==> config.mk <==
export PLATFORM = sky130hd
export DESIGN_NAME = utf8_stream_decoder_top
export DESIGN_NICKNAME = d
export VERILOG_FILES = /design/src/hw/rtl/u8sd_pkg.sv /design/src/hw/rtl/utf8_stream_decoder_top.sv
export VERILOG_INCLUDE_DIRS = /design/src /design/src/hw/rtl
export SDC_FILE = /design/constraint.sdc
export NUM_CORES = 1
export LEC_CHECK = 0
export BUFFER_PORTS_ARGS = -buffer_cell sky130_fd_sc_hd__buf_4
export CAP_MARGIN = 20
export CORE_ASPECT_RATIO = 1.25
export CORE_MARGIN = 2
export CORE_UTILIZATION = 60
export CTS_BUF_LIST = sky130_fd_sc_hd__clkbuf_4 sky130_fd_sc_hd__clkbuf_8
export DETAILED_ROUTE_END_ITERATION = 16
export PLACE_DENSITY = 0.85
export SLEW_MARGIN = 40
export SYNTH_ARGS = -nofsm -noshare
export SYNTH_HDL_FRONTEND = slang
export SYNTH_SLANG_ARGS = --single-unit
==> constraint.sdc <==
create_clock -name clock -period 2.2 [get_ports clock]
set_input_delay 0.44 -clock clock [delete_from_list [all_inputs] [get_ports clock]]
set_output_delay 0.44 -clock clock [all_outputs]
set_load 0.1 [all_outputs]
==> src/hw/rtl/utf8_stream_decoder_top_defines.svh <==
// ----------------------------------------------------------------------------
// utf8 stream decoder assertion macros
// shared property wrappers for the decoder rtl
// ----------------------------------------------------------------------------
`ifndef UTF8_STREAM_DECODER_TOP_DEFINES_SVH
`define UTF8_STREAM_DECODER_TOP_DEFINES_SVH

// checked property, masked while reset is high
`define U8SD_ASSERT(name, clk, rst, prop, msg) \
   name: assert property (@(posedge clk) disable iff (rst) prop) else $error(msg);

// checked property, live during reset as well
`define U8SD_ASSERT_ALWAYS(name, clk, prop, msg) \
   name: assert property (@(posedge clk) prop) else $error(msg);

`endif

==> src/hw/rtl/u8sd_pkg.sv <==
// ----------------------------------------------------------------------------
// utf8 stream decoder package
// field widths and lead byte classification constants
// ----------------------------------------------------------------------------
package u8sd_pkg;

   localparam int BYTE_W   = 8;
   localparam int CP_W     = 21;
   localparam int REMAIN_W = 2;
   localparam int CONT_W   = 6;

   localparam logic [BYTE_W-1:0] ASCII_MASK = 8'h80;
   localparam logic [BYTE_W-1:0] LEAD2_MASK = 8'hE0;
   localparam logic [BYTE_W-1:0] LEAD2_CODE = 8'hC0;
   localparam logic [BYTE_W-1:0] LEAD3_MASK = 8'hF0;
   localparam logic [BYTE_W-1:0] LEAD3_CODE = 8'hE0;
   localparam logic [BYTE_W-1:0] LEAD4_MASK = 8'hF8;
   localparam logic [BYTE_W-1:0] LEAD4_CODE = 8'hF0;
   localparam logic [BYTE_W-1:0] CONT_BITS  = 8'h3F;
   localparam logic [BYTE_W-1:0] LEAD2_BITS = 8'h1F;
   localparam logic [BYTE_W-1:0] LEAD3_BITS = 8'h0F;
   localparam logic [BYTE_W-1:0] LEAD4_BITS = 8'h07;

   localparam logic [REMAIN_W-1:0] REMAIN_NONE  = 2'd0;
   localparam logic [REMAIN_W-1:0] REMAIN_ONE   = 2'd1;
   localparam logic [REMAIN_W-1:0] REMAIN_TWO   = 2'd2;
   localparam logic [REMAIN_W-1:0] REMAIN_THREE = 2'd3;

   typedef logic [CP_W-1:0] code_point_type;

endpackage

==> src/hw/rtl/utf8_stream_decoder_top.sv <==
// ----------------------------------------------------------------------------
// utf8 stream decoder
// decodes a utf-8 byte stream into code points, while not stalled one byte per cycle
// ----------------------------------------------------------------------------
//  channel | dir | handshake             | payload
//  req     | in  | req_valid / req_ready | req_data_byte, req_end_of_string
//  rsp     | out | rsp_valid / rsp_ready | rsp_code_point, rsp_code_valid,
//          |     |                       | rsp_string_done
//
//  one byte per cycle sustained while rsp_ready holds; an item is held in the
//  input register and decoded into the result register once that is free
//  synchronous active-high reset empties both registers and the decode state
//  a stalled result holds the result register; the input register still takes
//  one more item before req_ready falls
// ----------------------------------------------------------------------------
`include "utf8_stream_decoder_top_defines.svh"

module utf8_stream_decoder_top
   import u8sd_pkg::*;
(
   input  logic              clock,
   input  logic              reset,
   input  logic              req_valid,
   output logic              req_ready,
   input  logic [BYTE_W-1:0] req_data_byte,
   input  logic              req_end_of_string,
   output logic              rsp_valid,
   input  logic              rsp_ready,
   output code_point_type    rsp_code_point,
   output logic              rsp_code_valid,
   output logic              rsp_string_done
);

   // input register
   logic              in_valid_ff, in_valid_in;
   logic [BYTE_W-1:0] in_byte_ff;
   logic              in_eos_ff;

   // decode state
   logic [REMAIN_W-1:0] remain_ff, remain_in;
   code_point_type      acc_ff, acc_in;

   // result register
   logic           out_valid_ff, out_valid_in;
   code_point_type out_cp_ff, out_cp_in;
   logic           out_cv_ff, out_cv_in;
   logic           out_done_ff, out_done_in;

   logic           out_free, process, req_fire;
   logic           done;
   code_point_type cp_val;
   code_point_type acc_shift;
   logic [REMAIN_W-1:0] remain_dec;

   assign out_free  = !out_valid_ff || rsp_ready;
   assign process   = in_valid_ff && out_free;
   assign req_ready = !in_valid_ff || out_free;
   assign req_fire  = req_valid && req_ready;

   assign acc_shift  = {acc_ff[CP_W-CONT_W-1:0], in_byte_ff[CONT_W-1:0]};
   assign remain_dec = remain_ff - REMAIN_ONE;

   always_comb begin
      done      = 1'b0;
      cp_val    = '0;
      remain_in = remain_ff;
      acc_in    = acc_ff;
      if (process) begin
         priority if (remain_ff != REMAIN_NONE) begin
            // continuation, top bits not checked
            if (remain_ff == REMAIN_ONE) begin
               done      = 1'b1;
               cp_val    = acc_shift;
               acc_in    = '0;
               remain_in = REMAIN_NONE;
            end else begin
               acc_in    = acc_shift;
               remain_in = remain_dec;
            end
         end else if ((in_byte_ff & ASCII_MASK) == '0) begin
            done   = 1'b1;
            cp_val = code_point_type'(in_byte_ff);
         end else if ((in_byte_ff & LEAD2_MASK) == LEAD2_CODE) begin
            acc_in    = code_point_type'(in_byte_ff & LEAD2_BITS);
            remain_in = REMAIN_ONE;
         end else if ((in_byte_ff & LEAD3_MASK) == LEAD3_CODE) begin
            acc_in    = code_point_type'(in_byte_ff & LEAD3_BITS);
            remain_in = REMAIN_TWO;
         end else if ((in_byte_ff & LEAD4_MASK) == LEAD4_CODE) begin
            acc_in    = code_point_type'(in_byte_ff & LEAD4_BITS);
            remain_in = REMAIN_THREE;
         end else begin
            // stray byte, skipped
            remain_in = remain_ff;
         end
         if (in_eos_ff) begin
            // partial sequence dropped at end of string
            remain_in = REMAIN_NONE;
            acc_in    = '0;
         end
      end
   end

   always_comb begin
      in_valid_in = in_valid_ff;
      if (req_fire) begin
         in_valid_in = 1'b1;
      end else if (process) begin
         in_valid_in = 1'b0;
      end
   end

   always_comb begin
      out_cp_in   = out_cp_ff;
      out_cv_in   = out_cv_ff;
      out_done_in = out_done_ff;
      if (process) begin
         out_valid_in = done || in_eos_ff;
         out_cp_in    = cp_val;
         out_cv_in    = done;
         out_done_in  = in_eos_ff;
      end else begin
         out_valid_in = out_valid_ff && !rsp_ready;
      end
   end

   always_ff @(posedge clock) begin
      if (reset) begin
         in_valid_ff  <= 1'b0;
         out_valid_ff <= 1'b0;
         remain_ff    <= REMAIN_NONE;
         acc_ff       <= '0;
      end else begin
         in_valid_ff  <= in_valid_in;
         out_valid_ff <= out_valid_in;
         remain_ff    <= remain_in;
         acc_ff       <= acc_in;
      end
   end

   always_ff @(posedge clock) begin
      if (req_fire) begin
         in_byte_ff <= req_data_byte;
         in_eos_ff  <= req_end_of_string;
      end
      out_cp_ff   <= out_cp_in;
      out_cv_ff   <= out_cv_in;
      out_done_ff <= out_done_in;
   end

   assign rsp_valid       = out_valid_ff;
   assign rsp_code_point  = out_cp_ff;
   assign rsp_code_valid  = out_cv_ff;
   assign rsp_string_done = out_done_ff;

   `U8SD_ASSERT(a_eos_clears_state, clock, reset, process && in_eos_ff |=> remain_ff == REMAIN_NONE && acc_ff == '0, "decode state not cleared after end of string")
   `U8SD_ASSERT(a_idle_acc_zero, clock, reset, remain_ff == REMAIN_NONE |-> acc_ff == '0, "accumulator holds bits with no open sequence")
   `U8SD_ASSERT(a_empty_result_is_eos, clock, reset, rsp_valid && !rsp_code_valid |-> rsp_string_done && rsp_code_point == '0, "result without code point is not an end of string")
   `U8SD_ASSERT(a_state_held_when_idle, clock, reset, !process |=> $stable(remain_ff) && $stable(acc_ff), "decode state moved with no item processed")

endmodule
==> summary.txt <==
STA
  • Tmin final: 1.78 ns
  • Clock skew: 0.00741 ns
  • Final worst setup slack: 0.417 ns
  • Period utilization: 0.810
  • Max-slew violation count: 0
  • Fin Setup TNS: 0 ns
  • Fin Hold WS: 0.304 ns
  • RSZ-0062 raised after global routing: no
  • Final Hold Vio Count: 0
  • Normalized max-slew margin: 0.617
  • Worst slew pin tran: 0.574 ns
  • Final setup fails: 0
  • Max frequency: 0.561 GHz

Final layout
  • Most frequent cells in the layout: buf_4 (38), nand2_1 (32), edfxtp_1 (32), and2_1 (23), dfxtp_1 (18)
  • Post-layout util: 0.748
  • Most common cell after layout, fill and taps aside: buf_4
  • Final cell count without fillers: roughly 240
  • Nets: about 220
  • Fillers: 224
  • Area delta synth->final: 18.2%
  • Post-route cell area: 2410 um2
  • Antenna cells: 0
  • Proportion of layout cells with a drive suffix above 1: 0.264
  • Multi-input logic area: 636 um2
  • Reg area: 1340 um2

Place
  • Pre-CTS setup slack: 0.396 ns
  • Placed insts: 230
  • Placed Area: roughly 2300 um2
  • IO buf count: 37
  • GP Congestion: 0.751

Synthesis
  • Seq cells post-synth: between 50 and 60
  • Part of the Yosys area used for sequential elements: 0.657
  • Syn nets: roughly 180
  • Synth unique cells: 29
  • Average size of a mapped cell: approximately 13 um2
  • Cell count after synthesis: between 150 and 200
  • Syn. warnings: 0
  • Syn Std Cell Area: 2040 um2

Power
  • Power per cell area: just under 800 nW/um2
  • Pleak: 0.912 nW
  • Pwr Total: 1.87 mW
  • Worst vdd ir: between 0.6 and 0.7 mV

Drt
  • Vias/cell: 5.47
  • Total wire length: 3170 um
  • ANT nets after route: 0
  • Residual DRC: 0
  • Mean routed wirelength per cell: 13.3 um
  • Pre-antenna DRT Iters: 4
  • Initial drt markers: 59
  • Vias after detailed routing: between 1000 and 1500

CTS
  • H-tree depth: 2
  • CTS Sinks: 51
  • CTS resizes: 0
  • CTS clk-pin slew, worst paths: 0.08 ns
  • CTS Buffer Depth: 2
  • CTS tree: yes
  • Clock root buffer: clkbuf_8
  • CTS Hold Bufs: 0
  • Clock Latency Late Sink: 0.31 ns
  • Post-CTS setup buffers: 0
  • Num CTS Buffers: 5

Floorplanning
  • Ports: 38
  • CORE AREA: 3220 um2
  • Initial core utilization: 0.633
  • Die span in x: 56.2 um
  • Site row count: 23
  • Die Y: about 69 um
  • Die area: 3890 um2

Critical path
  • Worst setup path class: reg2reg
  • Worst Setup End Kind: flip-flop
  • Worst r2r path cells: 5
  • Startpoint Class: flip-flop
  • Largest fanout on the critical path: 18
  • Worst Path Required: 2.44 ns
  • CP Data Arrival Time: 2.02 ns

Run
  • Maxcap violations: 0

Global route
  • Total grt overflow: 0
  • Initial antenna violation count: 0
  • First-pass GRT wire length: 5260 um
  • Largest net degree at the start of global routing: 27
  • Vias in the first global route: about 1200
  • All-Layer GR Usage: 0.181

Hold path
  • Hold Path Depth: 1
  • Hold/Removal Path Class: in2reg

Run status
  • Status: finished clean
path summary, 6_finish.rpt:
| kind | endpoint | slack, ns | startpoint |
|---|---|---|---|
| worst max-delay path | rsp_valid$_SDFF_PP0_ | 0.42 | remain_ff[0]$_SDFFE_PP0P_ |
| worst min-delay path | in_byte_ff[2]$_DFFE_PP_ | 0.30 | req_data_byte[2] |
| worst max register to register | rsp_valid$_SDFF_PP0_ | 0.42 | remain_ff[0]$_SDFFE_PP0P_ |
| worst min register to register | acc_ff[10]$_SDFFE_PP0P_ | 0.46 | acc_ff[10]$_SDFFE_PP0P_ |
logic make-up after synthesis:
| kind of cell | synth area share |
|---|---|
| compound gates | 0.0411 |
| fa+ha+maj | 0.0123 |
| buf+inv | 0.0325 |
| flops | 0.657 |
| mux | 0.0785 |
| simple gates | 0.178 |
cell usage after synthesis:
| library cell | number | area, um2 |
|---|---|---|
| a211o_1 | 1 | 8.76 |
| nand2b_1 | 2 | 12.5 |
| nand3b_1 | 1 | 7.51 |
| a21oi_1 | 4 | 20.0 |
| edfxtp_1 | 32 | 961 |
| nand3_1 | 2 | 10.0 |
| o21ai_0 | 5 | 25.0 |
| and3_1 | 1 | 6.26 |
| nor2_1 | 2 | 7.51 |
| buf_12 | 1 | 20.0 |
| nor4_4 | 1 | 21.3 |
| and2_4 | 1 | 8.76 |
| or2_1 | 1 | 6.26 |
| mux2i_1 | 16 | 160 |
| and4b_1 | 1 | 10.0 |
| inv_1 | 2 | 7.51 |
| dfxtp_1 | 19 | 380 |
| o21a_1 | 1 | 7.51 |
| a32o_1 | 1 | 10.0 |
| buf_6 | 1 | 11.3 |
| nor2b_1 | 1 | 6.26 |
| inv_2 | 2 | 7.51 |
| ha_1 | 2 | 25.0 |
| clkbuf_1 | 2 | 7.51 |
| nand2_1 | 33 | 124 |
| buf_2 | 1 | 5.00 |
| and2_1 | 23 | 144 |
| buf_4 | 1 | 7.51 |
| a211oi_2 | 1 | 12.5 |
flip-flops by register name (all words and copies together) (netlist names):
signal and flops:
in_valid_ff 1, rsp_code_point 21, acc_ff 15, rsp_string_done 1
remain_ff 2, in_eos_ff 1, rsp_code_valid 1, in_byte_ff 8
rsp_valid 1
layer usage:
layer	wire length (um)	vias up	track usage
li1	-	629	-
met1	1220	616	0.182
met2	1680	48	0.322
met3	187	8	0.0541
met4	80	0	0.106
met5	0	-	0
where the power goes:
part | total (mW) | switching [mW] | internal, mW | leakage (nW)
registers | 1.07 | 0.0184 | 1.05 | 0.464
clock network | 0.520 | 0.296 | 0.224 | 0.0483
logic | 0.282 | 0.212 | 0.0700 | 0.400
final cells by class:
type | instances | area share
multi-input cells | 100 | 0.263
inverters | 4 | 0.00622
clock inverters | 3 | 0.00778
clock buffers | 5 | 0.0285
repair buffers | 38 | 0.118
well taps | 37 | 0.0192
flip-flops and latches | 51 | 0.557
worst max-delay path: stages (launching register included):
cell and delay (ns):
dfxtp_1 0.37, ha_1 0.53, nor2_1 0.11, a21oi_1 0.38, o21ai_0 0.17, a21oi_1 0.15
No activity file was read; power rests on OpenSTA's default activity.
